===== src/rtl/irpd_pkg.sv =====
// ----------------------------------------------------------------------------
// irpd_pkg
// Shared types and constants of the pulse-distance infrared frame decoder.
// ----------------------------------------------------------------------------
`default_nettype none

package irpd_pkg;

    localparam int INTERVAL_BITS_DEF = 16;
    localparam int CFG_W             = 16;
    localparam int IDX_W             = 3;
    localparam int BYTE_W            = 8;
    localparam int KIND_W            = 2;
    localparam int FAIL_W            = 4;
    localparam int NUM_BYTES         = 4;

    localparam logic [KIND_W-1:0] KIND_OK     = 2'd0;
    localparam logic [KIND_W-1:0] KIND_REPEAT = 2'd1;
    localparam logic [KIND_W-1:0] KIND_INV    = 2'd2;
    localparam logic [KIND_W-1:0] KIND_TIMING = 2'd3;

    localparam logic [IDX_W-1:0] REG_IDLE_GAP   = 3'd0;
    localparam logic [IDX_W-1:0] REG_GLITCH_MAX = 3'd1;
    localparam logic [IDX_W-1:0] REG_SHORT_MIN  = 3'd2;
    localparam logic [IDX_W-1:0] REG_SHORT_MAX  = 3'd3;
    localparam logic [IDX_W-1:0] REG_LONG_MIN   = 3'd4;
    localparam logic [IDX_W-1:0] REG_LONG_MAX   = 3'd5;

    localparam logic [CFG_W-1:0] IDLE_GAP_RST   = 16'd10000;
    localparam logic [CFG_W-1:0] GLITCH_MAX_RST = 16'd250;
    localparam logic [CFG_W-1:0] SHORT_MIN_RST  = 16'd400;
    localparam logic [CFG_W-1:0] SHORT_MAX_RST  = 16'd800;
    localparam logic [CFG_W-1:0] LONG_MIN_RST   = 16'd1400;
    localparam logic [CFG_W-1:0] LONG_MAX_RST   = 16'd1800;

    localparam logic [CFG_W-1:0] LEAD_MARK_MIN  = 16'd4000;
    localparam logic [CFG_W-1:0] LEAD_MARK_MAX  = 16'd9500;
    localparam logic [CFG_W-1:0] LEAD_SPACE_MIN = 16'd4000;
    localparam logic [CFG_W-1:0] LEAD_SPACE_MAX = 16'd5000;
    localparam logic [CFG_W-1:0] RPT_SPACE_MIN  = 16'd2100;
    localparam logic [CFG_W-1:0] RPT_SPACE_MAX  = 16'd2400;

    typedef struct packed {
        logic [CFG_W-1:0] idle_gap;
        logic [CFG_W-1:0] glitch_max;
        logic [CFG_W-1:0] short_min;
        logic [CFG_W-1:0] short_max;
        logic [CFG_W-1:0] long_min;
        logic [CFG_W-1:0] long_max;
    } t_cfg;

endpackage

`default_nettype wire


===== src/rtl/irpd_core.sv =====
// ----------------------------------------------------------------------------
// irpd_core
// Frame state machine, byte store and result register. Takes one edge
// interval per step and loads at most one result beat.
// ----------------------------------------------------------------------------
`default_nettype none

module irpd_core #(
    parameter int INTERVAL_BITS = irpd_pkg::INTERVAL_BITS_DEF
) (
    input  wire logic                          i_clk,
    input  wire logic                          i_rst_n,
    input  wire logic                          i_step,
    input  wire logic [INTERVAL_BITS-1:0]      i_interval,
    input  wire irpd_pkg::t_cfg                i_cfg,
    input  wire logic                          i_out_ready,
    output logic                               o_free,
    output logic                               o_out_valid,
    output logic [irpd_pkg::KIND_W-1:0]        o_kind,
    output logic [irpd_pkg::BYTE_W-1:0]        o_address,
    output logic [irpd_pkg::BYTE_W-1:0]        o_command,
    output logic [irpd_pkg::FAIL_W-1:0]        o_fail_state
);
    import irpd_pkg::*;

    localparam int CMP_W = (INTERVAL_BITS > CFG_W) ? INTERVAL_BITS : CFG_W;

    typedef enum logic [3:0] {
        ST_IDLE       = 4'd0,
        ST_LEAD_MARK  = 4'd1,
        ST_LEAD_SPACE = 4'd2,
        ST_MARK0      = 4'd3,
        ST_SPACE0     = 4'd4,
        ST_MARK1      = 4'd5,
        ST_SPACE1     = 4'd6,
        ST_MARK2      = 4'd7,
        ST_SPACE2     = 4'd8,
        ST_MARK3      = 4'd9,
        ST_SPACE3     = 4'd10,
        ST_FINAL      = 4'd11,
        ST_RPT_MARK   = 4'd12
    } t_state;

    function automatic logic in_win(input logic [CMP_W-1:0] v,
                                    input logic [CMP_W-1:0] lo,
                                    input logic [CMP_W-1:0] hi);
        return (v >= lo) && (v <= hi);
    endfunction

    t_state               r_state, n_state, s_eff;
    logic [2:0]           r_bit, n_bit, bi_eff;
    logic [BYTE_W-1:0]    r_bytes [NUM_BYTES];
    logic [BYTE_W-1:0]    n_bytes [NUM_BYTES];
    logic                 r_out_valid;
    logic [KIND_W-1:0]    r_kind, n_kind;
    logic [BYTE_W-1:0]    r_address, n_address;
    logic [BYTE_W-1:0]    r_command, n_command;
    logic [FAIL_W-1:0]    r_fail, n_fail;
    logic                 n_res;

    logic [CMP_W-1:0]     t;
    logic                 gap, glitch, win_short, win_long;
    logic [3:0]           s_off;
    logic [1:0]           byte_sel;

    assign o_free = !r_out_valid || i_out_ready;

    always_comb begin
        t         = CMP_W'(i_interval);
        gap       = t > CMP_W'(i_cfg.idle_gap);
        glitch    = t <= CMP_W'(i_cfg.glitch_max);
        win_short = in_win(t, CMP_W'(i_cfg.short_min), CMP_W'(i_cfg.short_max));
        win_long  = in_win(t, CMP_W'(i_cfg.long_min), CMP_W'(i_cfg.long_max));
        s_eff     = gap ? ST_IDLE : r_state;
        bi_eff    = gap ? 3'd7 : r_bit;
        s_off     = 4'(s_eff) - 4'(ST_SPACE0);
        byte_sel  = s_off[2:1];

        n_state   = s_eff;
        n_bit     = bi_eff;
        n_bytes   = r_bytes;
        n_res     = 1'b0;
        n_kind    = KIND_TIMING;
        n_address = '0;
        n_command = '0;
        n_fail    = 4'(s_eff);

        if (!glitch) begin
            unique case (s_eff)
                ST_LEAD_MARK: begin
                    if (in_win(t, CMP_W'(LEAD_MARK_MIN), CMP_W'(LEAD_MARK_MAX))) begin
                        n_state = ST_LEAD_SPACE;
                    end else begin
                        n_res = 1'b1;
                    end
                end
                ST_LEAD_SPACE: begin
                    if (in_win(t, CMP_W'(LEAD_SPACE_MIN), CMP_W'(LEAD_SPACE_MAX))) begin
                        n_state = ST_MARK0;
                        n_bit   = 3'd7;
                    end else if (in_win(t, CMP_W'(RPT_SPACE_MIN),
                                        CMP_W'(RPT_SPACE_MAX))) begin
                        n_state   = ST_RPT_MARK;
                        n_res     = 1'b1;
                        n_kind    = KIND_REPEAT;
                        n_address = r_bytes[0];
                        n_command = r_bytes[2];
                        n_fail    = '0;
                    end else begin
                        n_res = 1'b1;
                    end
                end
                ST_MARK0, ST_MARK1, ST_MARK2, ST_MARK3: begin
                    if (win_short) begin
                        n_state = t_state'(4'(s_eff) + 4'd1);
                    end else begin
                        n_res = 1'b1;
                    end
                end
                ST_SPACE0, ST_SPACE1, ST_SPACE2, ST_SPACE3: begin
                    if (win_long || win_short) begin
                        n_bytes[byte_sel][bi_eff] = win_long;
                        if (bi_eff == 3'd0) begin
                            n_bit   = 3'd7;
                            n_state = t_state'(4'(s_eff) + 4'd1);
                        end else begin
                            n_bit   = bi_eff - 3'd1;
                            n_state = t_state'(4'(s_eff) - 4'd1);
                        end
                    end else begin
                        n_res = 1'b1;
                    end
                end
                ST_FINAL: begin
                    if (win_short) begin
                        n_state   = ST_IDLE;
                        n_bit     = 3'd7;
                        n_res     = 1'b1;
                        n_address = r_bytes[0];
                        n_command = r_bytes[2];
                        n_fail    = '0;
                        n_kind    = ((r_bytes[0] == ~r_bytes[1]) &&
                                     (r_bytes[2] == ~r_bytes[3])) ? KIND_OK : KIND_INV;
                    end else begin
                        n_res = 1'b1;
                    end
                end
                ST_RPT_MARK: begin
                    if (win_short) begin
                        n_state = ST_IDLE;
                    end else begin
                        n_res = 1'b1;
                    end
                end
                default: begin
                    n_state = ST_LEAD_MARK;
                    n_bit   = 3'd7;
                end
            endcase
            if (n_res && (n_kind == KIND_TIMING)) begin
                n_state = ST_IDLE;
                n_bit   = 3'd7;
            end
        end
    end

    always_ff @(posedge i_clk) begin
        if (!i_rst_n) begin
            r_state     <= ST_IDLE;
            r_bit       <= 3'd7;
            r_bytes     <= '{default: '0};
            r_out_valid <= 1'b0;
        end else begin
            if (i_step) begin
                r_state <= n_state;
                r_bit   <= n_bit;
                r_bytes <= n_bytes;
            end
            if (o_free) begin
                r_out_valid <= i_step && n_res;
            end
        end
        if (i_step && n_res) begin
            r_kind    <= n_kind;
            r_address <= n_address;
            r_command <= n_command;
            r_fail    <= n_fail;
        end
    end

    assign o_out_valid  = r_out_valid;
    assign o_kind       = r_kind;
    assign o_address    = r_address;
    assign o_command    = r_command;
    assign o_fail_state = r_fail;

endmodule

`default_nettype wire


===== src/rtl/ir_pulse_distance_frame_decoder.sv =====
// ----------------------------------------------------------------------------
// ir_pulse_distance_frame_decoder
// Decodes pulse-distance infrared remote frames from receiver edge intervals.
//
// Input channel: one beat per receiver edge, i_interval = ticks since the
// previous edge. Output channel: one beat per reported event (frame ok,
// repeat, inverse check failed, timing error with the failing state).
// Configuration channel: i_cfg_index selects a timing register, always
// ready; write only while the decoder is idle.
// One beat a cycle is taken in sustained flow while i_ready keeps the output
// free. An accepted beat is held in the input register, and its result, if
// any, is loaded into the output register when the core steps on that beat.
// Reset (synchronous, active low) loads the default timing windows, clears
// the frame bytes and returns the decoder to idle.
// A stalled output holds its beat; the input register then holds too and
// o_ready drops until i_ready frees the output register.
// ----------------------------------------------------------------------------
`default_nettype none

module ir_pulse_distance_frame_decoder #(
    parameter int INTERVAL_BITS = irpd_pkg::INTERVAL_BITS_DEF
) (
    input  wire logic                          i_clk,
    input  wire logic                          i_rst_n,
    input  wire logic                          i_valid,
    output logic                               o_ready,
    input  wire logic [INTERVAL_BITS-1:0]      i_interval,
    output logic                               o_valid,
    input  wire logic                          i_ready,
    output logic [irpd_pkg::KIND_W-1:0]        o_kind,
    output logic [irpd_pkg::BYTE_W-1:0]        o_address,
    output logic [irpd_pkg::BYTE_W-1:0]        o_command,
    output logic [irpd_pkg::FAIL_W-1:0]        o_fail_state,
    input  wire logic                          i_cfg_valid,
    output logic                               o_cfg_ready,
    input  wire logic [irpd_pkg::IDX_W-1:0]    i_cfg_index,
    input  wire logic [irpd_pkg::CFG_W-1:0]    i_cfg_data
);
    import irpd_pkg::*;

    logic                     r_in_valid;
    logic [INTERVAL_BITS-1:0] r_interval;
    t_cfg                     r_cfg;
    logic                     core_free;
    logic                     step;

    assign step        = r_in_valid && core_free;
    assign o_ready     = !r_in_valid || core_free;
    assign o_cfg_ready = 1'b1;

    always_ff @(posedge i_clk) begin
        if (!i_rst_n) begin
            r_in_valid       <= 1'b0;
            r_cfg.idle_gap   <= IDLE_GAP_RST;
            r_cfg.glitch_max <= GLITCH_MAX_RST;
            r_cfg.short_min  <= SHORT_MIN_RST;
            r_cfg.short_max  <= SHORT_MAX_RST;
            r_cfg.long_min   <= LONG_MIN_RST;
            r_cfg.long_max   <= LONG_MAX_RST;
        end else begin
            if (o_ready) begin
                r_in_valid <= i_valid;
            end
            if (i_cfg_valid) begin
                unique case (i_cfg_index)
                    REG_IDLE_GAP:   r_cfg.idle_gap   <= i_cfg_data;
                    REG_GLITCH_MAX: r_cfg.glitch_max <= i_cfg_data;
                    REG_SHORT_MIN:  r_cfg.short_min  <= i_cfg_data;
                    REG_SHORT_MAX:  r_cfg.short_max  <= i_cfg_data;
                    REG_LONG_MIN:   r_cfg.long_min   <= i_cfg_data;
                    REG_LONG_MAX:   r_cfg.long_max   <= i_cfg_data;
                    default: ;
                endcase
            end
        end
        if (o_ready && i_valid) begin
            r_interval <= i_interval;
        end
    end

    irpd_core #(
        .INTERVAL_BITS (INTERVAL_BITS)
    ) u_core (
        .i_clk        (i_clk),
        .i_rst_n      (i_rst_n),
        .i_step       (step),
        .i_interval   (r_interval),
        .i_cfg        (r_cfg),
        .i_out_ready  (i_ready),
        .o_free       (core_free),
        .o_out_valid  (o_valid),
        .o_kind       (o_kind),
        .o_address    (o_address),
        .o_command    (o_command),
        .o_fail_state (o_fail_state)
    );

    // fail state only accompanies a timing error
    a_fail_state_zero: assert property (@(posedge i_clk) disable iff (!i_rst_n)
        o_valid && (o_kind != KIND_TIMING) |-> o_fail_state == '0)
        else $error("fail state set on a non-error beat");

    a_timing_bytes_zero: assert property (@(posedge i_clk) disable iff (!i_rst_n)
        o_valid && (o_kind == KIND_TIMING) |-> (o_address == '0) && (o_command == '0))
        else $error("timing error beat carries frame bytes");

    // a held input beat must survive an output stall
    a_in_held: assert property (@(posedge i_clk) disable iff (!i_rst_n)
        r_in_valid && o_valid && !i_ready |=> r_in_valid && $stable(r_interval))
        else $error("input beat lost during output stall");

    a_no_step_when_full: assert property (@(posedge i_clk) disable iff (!i_rst_n)
        o_valid && !i_ready |-> !step)
        else $error("decoder stepped while result register full");

endmodule

`default_nettype wire


===== config.mk =====
export PLATFORM = sky130hd
export DESIGN_NAME = ir_pulse_distance_frame_decoder
export DESIGN_NICKNAME = d
export VERILOG_FILES = /design/src/rtl/irpd_pkg.sv /design/src/rtl/irpd_core.sv /design/src/rtl/ir_pulse_distance_frame_decoder.sv
export SDC_FILE = /design/constraint.sdc
export NUM_CORES = 1
export LEC_CHECK = 0
export CAP_MARGIN = 20
export CORE_ASPECT_RATIO = 1.2
export CORE_MARGIN = 4
export CORE_UTILIZATION = 52
export DETAILED_ROUTE_END_ITERATION = 7
export DONT_BUFFER_PORTS = 1
export PLACE_DENSITY = 0.71
export SYNTH_ARGS = -nofsm -noshare
export SYNTH_HDL_FRONTEND = slang
export SYNTH_SLANG_ARGS = --single-unit

===== constraint.sdc =====
create_clock -name i_clk -period 10.9 [get_ports i_clk]
set_input_delay 3.27 -clock i_clk [delete_from_list [all_inputs] [get_ports i_clk]]
set_output_delay 3.27 -clock i_clk [all_outputs]
set_load 0.05 [all_outputs]

==> results of run 1 <==
==> per-layer routing <==
metal / wire length (um) / up-vias
met5: 0 / -
met4: 930 / 0
met3: 1320 / 66
met2: 12300 / 271
met1: 10300 / 3696
li1: - / 3963
==> flip-flops by register name, summed over array words and instances (netlist names) <==
register             count
u_core.r_bytes          32
u_core.o_fail_state      4
r_in_valid               1
u_core.o_out_valid       1
u_core.r_state           4
r_interval              16
u_core.o_address         8
u_core.r_bit             3
r_cfg                   96
u_core.o_kind            2
u_core.o_command         8
==> cell usage after synthesis, drive strengths merged, types with 10 or more instances <==
cell type	count
nand2b	10
o21ai	24
buf	12
nor3	11
xnor2	18
and2	21
nand4	22
ha	99
edfxtp	38
nor4	10
o211ai	66
a21oi	106
inv	102
nand2	207
a211oi	10
nand3	17
clkbuf	42
o31ai	39
nor2b	10
dfxtp	137
nor2	35
==> per-stage QoR <==
| stage | total power, uW | cells | utilization |
|---|---|---|---|
| floorplan | 828 | 1130 | - |
| global placement | 862 | 1332 | 0.538 |
| detailed placement | 867 | 1332 | 0.538 |
| CTS | 1440 | 1362 | 0.568 |
| global route | 1500 | 1364 | 0.571 |
| finish | 1430 | 1364 | 0.571 |
==> area by class of cell <==
type | instances | area [um2]
clock buffers | 26 | 526
repair buffers | 6 | 85.1
clock inverters | 4 | 26.3
inverters | 102 | 383
multi-input cells | 799 | 5240
well taps | 252 | 315
flip-flops and latches | 175 | 3880
fillers | 1637 | 7850
==> cell families after synthesis <==
logic type               after synthesis  synth area share
adder cells (fa/ha/maj)               99             0.127
XOR/XNOR                              21            0.0189
multiplexers                           2           0.00231
buffers and inverters                156            0.0638
AO/OA/AOI/OAI                        303             0.210
flip-flops                           175             0.399
AND/OR/NAND/NOR                      373             0.179
other                                  1          0.000385
==> worst paths after layout <==
kind                              end  slack, ns           start  cells past startpoint
setup / recovery              o_ready       3.74         i_ready                      2
hold / removal              r_cfg[29]       0.45       r_cfg[29]                      2
setup reg to reg  u_core.o_command[5]       6.81  r_interval[11]                     10
hold reg to reg             r_cfg[29]       0.45       r_cfg[29]                      2
==> power groups by stage <==
| stage | clock, uW | combinational, uW | sequential [uW] |
|---|---|---|---|
| after floorplan | 0 | 122 | 706 |
| after global placement | 0 | 142 | 720 |
| after detailed placement | 0 | 147 | 720 |
| after CTS | 585 | 149 | 705 |
| after global routing | 617 | 174 | 707 |
| final | 577 | 152 | 706 |
==> placed cells by master (no fill, tap or decap), drive strengths merged, types with 11 or more instances in the layout <==
cell and count:
nand4 22, and2 21, dfxtp 137, edfxtp 38, nand2 207, o21ai 24, ha 99, o31ai 39
inv 102, nor3 11, a21oi 106, nor2 35, o211ai 66, xnor2 18, nand3 17, clkbuf 26
==> metrics.cfg, run 1 <==
[synth]
synth_top_area_frac = 0.281
synthTopCellsByArea = dfxtp_1, ha_1, edfxtp_1
syn-cell-area_mm2 = 0.00974
yosysWarnings = 0
syn_inst = 1130
synth_async_sr_flop_share = 0
synth_largest_area_cell = dfxtp_1
yosysUniqueCellTypes = 74
synth_seq_area_share = 0.399
synth_seq_cells = 175
synth_edf_count = 38
syn-num-nets = 1269
synth_ff_type = dfxtp_1
synth.avg_cell_area_um2 = 8.62

[grt]
grt_use_met2 = 0.432
grt_overflow_total = 0
track_usage = 0.244
grt_pass1_wl_um = 40600
use_met3 = 0.0474
grt_pass1_vias = 7787
grt.busiest_layer = met2
grt_start_max_net_pins = 71
met1_usage = 0.289
antenna_found_initial = 0

[pwr]
peakVddDrop_v = 0.000117
p_switching_uw = 369
clkPwrFrac = 0.402
combinationalPowerShare = 0.106
p_leak_uw = 0.00379
seqPwrFrac = 0.492
swShare = 0.257
p_int_uw = 1070
cellPowerDensity_mw_per_mm2 = 137

[final_layout]
final_nets = 1240
synthToLayoutAreaGrowth_pct = 7.32
drive_above_1_share = 0.0459
design_area_mm2 = 0.0105
n_antenna_cell = 0

[sta]
max_freq_mhz = 140
rsz0062_at_grt = false
setup_viol = 0
worst_slew_pin_slew_ns = 0.958
final_max_slew_viol_count = 0
skew_ns = 0.00840
holdWs_ns = 0.453
fin_setup_tns_ns = 0
period_share = 0.657
fin_crit_ns = 7.16
hold_violations = 0
setup_ws_ns = 3.74
slew-limit-headroom = 0.361

[place]
hpwl_um = 17500
placed_area_mm2 = 0.00985
gp_congestion = 0.934
port_buffers = 0
pre_cts_slack_ns = 3.74

[setup_path]
critPathTopFamily = simple AND/OR/NAND/NOR gates
slowest_delay_ns = 0.38
cp-end-kind = primary output
start_kind = input port
required_ns = 7.63
crit_fanout = 5
crit_type = in2out
crit_slowest_cell = nand2_1
worstPathCellList = nor2b_1, nand2_1
cp_num_buf_inv = 0
critPathArrivalTime_ns = 3.89

[cts]
cts_sinks = 175
postCtsSetupRepairBufs = 0
numCtsBuffers = 17
htree_num_levels = 4
path_clk_slew_ns = 0.06
cts.repair.resized = 0
root_buffer = clkbuf_16
tritoncts = done
clock_path_buffers = 2
cts_hold_buf = 0
clkLatencyLatePin_ns = 0.43

[routing]
dr.pass1.iters = 6
antenna_left = 0
vias = 7996
drc = 0
avgViaCountPerCell = 5.86
wl_per_cell_um = 18.3
drt_iter0_drc = 740
wl_um = 24900

[floorplanning]
dieArea_mm2 = 0.0210
core-area_mm2 = 0.0183
rows = 54
die_x_um = 133
io_pins = 65
die_h_um = 158
initial_utilization = 0.532

[flow_run]
maxCapViolations = 0

[run_status]
status = completed

[hold_path]
hold_path.class = reg2reg

(Power assumes the default switching activity.)
==> run 2: changes to the inputs <==
--- a/config.mk
+++ b/config.mk
@@ -5,13 +5,14 @@
 export SDC_FILE = /design/constraint.sdc
 export NUM_CORES = 1
 export LEC_CHECK = 0
+export ABC_AREA = 1
 export CAP_MARGIN = 20
 export CORE_ASPECT_RATIO = 1.2
 export CORE_MARGIN = 4
 export CORE_UTILIZATION = 52
 export DETAILED_ROUTE_END_ITERATION = 7
 export DONT_BUFFER_PORTS = 1
-export PLACE_DENSITY = 0.71
+export PLACE_DENSITY = 0.74
 export SYNTH_ARGS = -nofsm -noshare
 export SYNTH_HDL_FRONTEND = slang
 export SYNTH_SLANG_ARGS = --single-unit
==> constraint.sdc (replaced) <==
create_clock -name i_clk -period 6.5 [get_ports i_clk]
set_input_delay 1.95 -clock i_clk [delete_from_list [all_inputs] [get_ports i_clk]]
set_output_delay 1.95 -clock i_clk [all_outputs]
set_load 0.05 [all_outputs]
==> metrics.cfg, run 2 <==
[grt]
grt_pass1_wl_um = 41700  ; +2.7%
grt_pass1_vias = 8265  ; +6.1%
use_met3 = 0.0548  ; +0.00746
met1_usage = 0.288  ; -0.00106
grt_overflow_total = 0  ; unchanged
grt.busiest_layer = met2
track_usage = 0.240  ; -0.00378
grt_start_max_net_pins = 99  ; +39%
grt_use_met2 = 0.417  ; -0.0153
antenna_found_initial = 1  ; +1

[place]
hpwl_um = 18300  ; +4.2%
port_buffers = 0  ; unchanged
gp_congestion = 0.897  ; -3.9%
placed_area_mm2 = 0.0101  ; +3.0%

[final_layout]
largest_reg_flops = 96  ; unchanged
regMostFlops = r_cfg
synthToLayoutAreaGrowth_pct = 7.48
drive_above_1_share = 0.0639  ; +0.0180
final_common_cell = nand2_1
n_antenna_cell = 0  ; unchanged
design_area_mm2 = 0.0107  ; +2.5%
final_nets = 1409  ; +14%
mostFrequentLayoutCells = nand2_1, inv_1, a21oi_1
reg_top3 = r_cfg x96, u_core.r_bytes x32, r_interval x16
final_util = 0.569  ; -0.00252

[synth]
synth_largest_area_cell = dfxtp_1
synth_most_common_cell = nand2_1
synthTopCellsByCount = nand2_1, inv_1, a21oi_1
yosysUniqueCellTypes = 46  ; -38%
syn-num-nets = 1427  ; +12%
synth_edf_count = 38  ; unchanged
synth_seq_area_share = 0.389  ; -0.00925
synth.avg_cell_area_um2 = 7.74  ; -10%
yosysWarnings = 0  ; unchanged
synth_seq_cells = 175  ; unchanged
synth_ff_type = dfxtp_1
syn_inst = 1288  ; +14%
synth_top_area_frac = 0.275  ; -0.00653
synth_async_sr_flop_share = 0  ; unchanged
syn-cell-area_mm2 = 0.00997  ; +2.4%
synthTopCellsByArea = dfxtp_1, ha_1, edfxtp_1

[floorplanning]
io_pins = 65  ; unchanged
die_x_um = 134  ; +1.1%
core-area_mm2 = 0.0189  ; +3.0%
initial_utilization = 0.529  ; -0.00312
die_h_um = 160  ; +1.1%
rows = 55  ; +1.9%
dieArea_mm2 = 0.0215  ; +2.2%

[cts]
clock_path_buffers = 2  ; unchanged
root_buffer = clkbuf_16
numCtsBuffers = 17  ; unchanged
clkLatencyLatePin_ns = 0.43  ; about the same
path_clk_slew_ns = 0.06  ; about the same
htree_num_levels = 4  ; unchanged
tritoncts = done
postCtsSetupRepairBufs = 0  ; unchanged
cts_hold_buf = 0  ; unchanged
cts_sinks = 175  ; unchanged
cts.repair.resized = 0  ; unchanged

[sta]
worst_slew_pin_slew_ns = 1.06  ; +0.101 ns
rsz0062_at_grt = false
final_max_slew_viol_count = 0  ; unchanged
hold_violations = 0  ; unchanged
slew-limit-headroom = 0.291  ; -0.0699
period_share = 0.674
holdWs_ns = 0.457  ; +0.00350 ns
setup_viol = 0  ; unchanged
fin_setup_tns_ns = 0  ; unchanged
fin_crit_ns = 4.38
skew_ns = 0.0161  ; +0.00768 ns
max_freq_mhz = 228

[routing]
wl_per_cell_um = 16.5  ; -9.7%
antenna_left = 0  ; unchanged
avgViaCountPerCell = 5.58  ; -4.8%
wl_um = 25400  ; +1.9%
dr.pass1.iters = 5  ; -1
drc = 0  ; unchanged
vias = 8587  ; +7.4%
drt_iter0_drc = 576  ; -22%

[setup_path]
start_kind = input port
cp-startpoint = i_ready
cp_num_buf_inv = 1  ; +1
worst-r2r-cell-count = 15  ; +5
critPathTopFamily = simple AND/OR/NAND/NOR gates
worstPathCellList = inv_1, nand3_1
required_ns = 4.55  ; -3.08 ns
crit_type = in2out
regToRegEndpoint = u_core.o_address[0]
crit_end = o_ready
cp-end-kind = primary output
cp_num_cells = 2  ; unchanged
crit_slowest_cell = nand3_1
crit_fanout = 3  ; -2
r2r_start = r_interval[12]
reg2reg_slack_ns = 2.79  ; -4.02 ns
critPathArrivalTime_ns = 2.43  ; -1.46 ns
slowest_delay_ns = 0.43  ; +0.05 ns

[run_status]
status = completed

[flow_run]
maxCapViolations = 0  ; unchanged

[pwr]
cellPowerDensity_mw_per_mm2 = 230  ; +67%
p_leak_uw = 0.00452  ; +19%
p_total_uw = 2460  ; +72%
peakVddDrop_v = 0.000187  ; +60%

[hold_path]
hold_path.class = reg2reg

==> run 2: through the flow <==
stage,setup WS (ns),cells
6_report,2.12,1539
5_1_grt,2.06,1539
4_1_cts,2.12,1539
3_5_place_dp,2.12,1507
3_3_place_gp,2.12,1507
2_1_floorplan,2.14,1288
==> run 2: routing by layer <==
layer | part of all wire | wire length [um] | up-vias
met4 | 0.035 | 879 | 2
met1 | 0.41 | 10400 | 3955
met5 | 0.00051 | 13 | -
met3 | 0.056 | 1420 | 69
li1 | - | - | 4300
met2 | 0.50 | 12700 | 261
==> run 2: how the worst min path moves through the flow <==
stage / from / endpoint / slack (ns) / cells past startpoint
finish: r_cfg[14] / r_cfg[14] / 0.46 / 2
global route: r_cfg[72] / r_cfg[72] / 0.48 / 2
floorplan: r_cfg[12] / r_cfg[12] / 0.43 / 2
global placement: r_cfg[79] / r_cfg[79] / 0.44 / 2
CTS: r_cfg[78] / r_cfg[78] / 0.46 / 2
detailed placement: r_cfg[31] / r_cfg[31] / 0.45 / 2
==> run 2: cell families (layout without fill, tap and decap cells) <==
logic type,Yosys count,after routing,share of synthesized area
fa+ha+maj,99,99,0.124
compound gates,317,317,0.171
flops,175,175,0.389
other cells,1,1,0.000376
simple gates,467,467,0.221
xor+xnor,13,13,0.0114
buf+inv,216,211,0.0829
==> run 2: report_power, final <==
group / switching, uW / internal [uW]
Combinational: 177 / 91.3
Sequential: 42.6 / 1140
Clock: 467 / 542
==> run 2: final cells by class <==
cell class | instances | area, um2
fill | 1754 | 8140
multi-input combinational | 897 | 5260
sequential | 175 | 3880
inverter | 177 | 664
clock buffer | 18 | 429
tap | 256 | 320
clock inverter | 14 | 144
timing repair buffer | 2 | 15.0
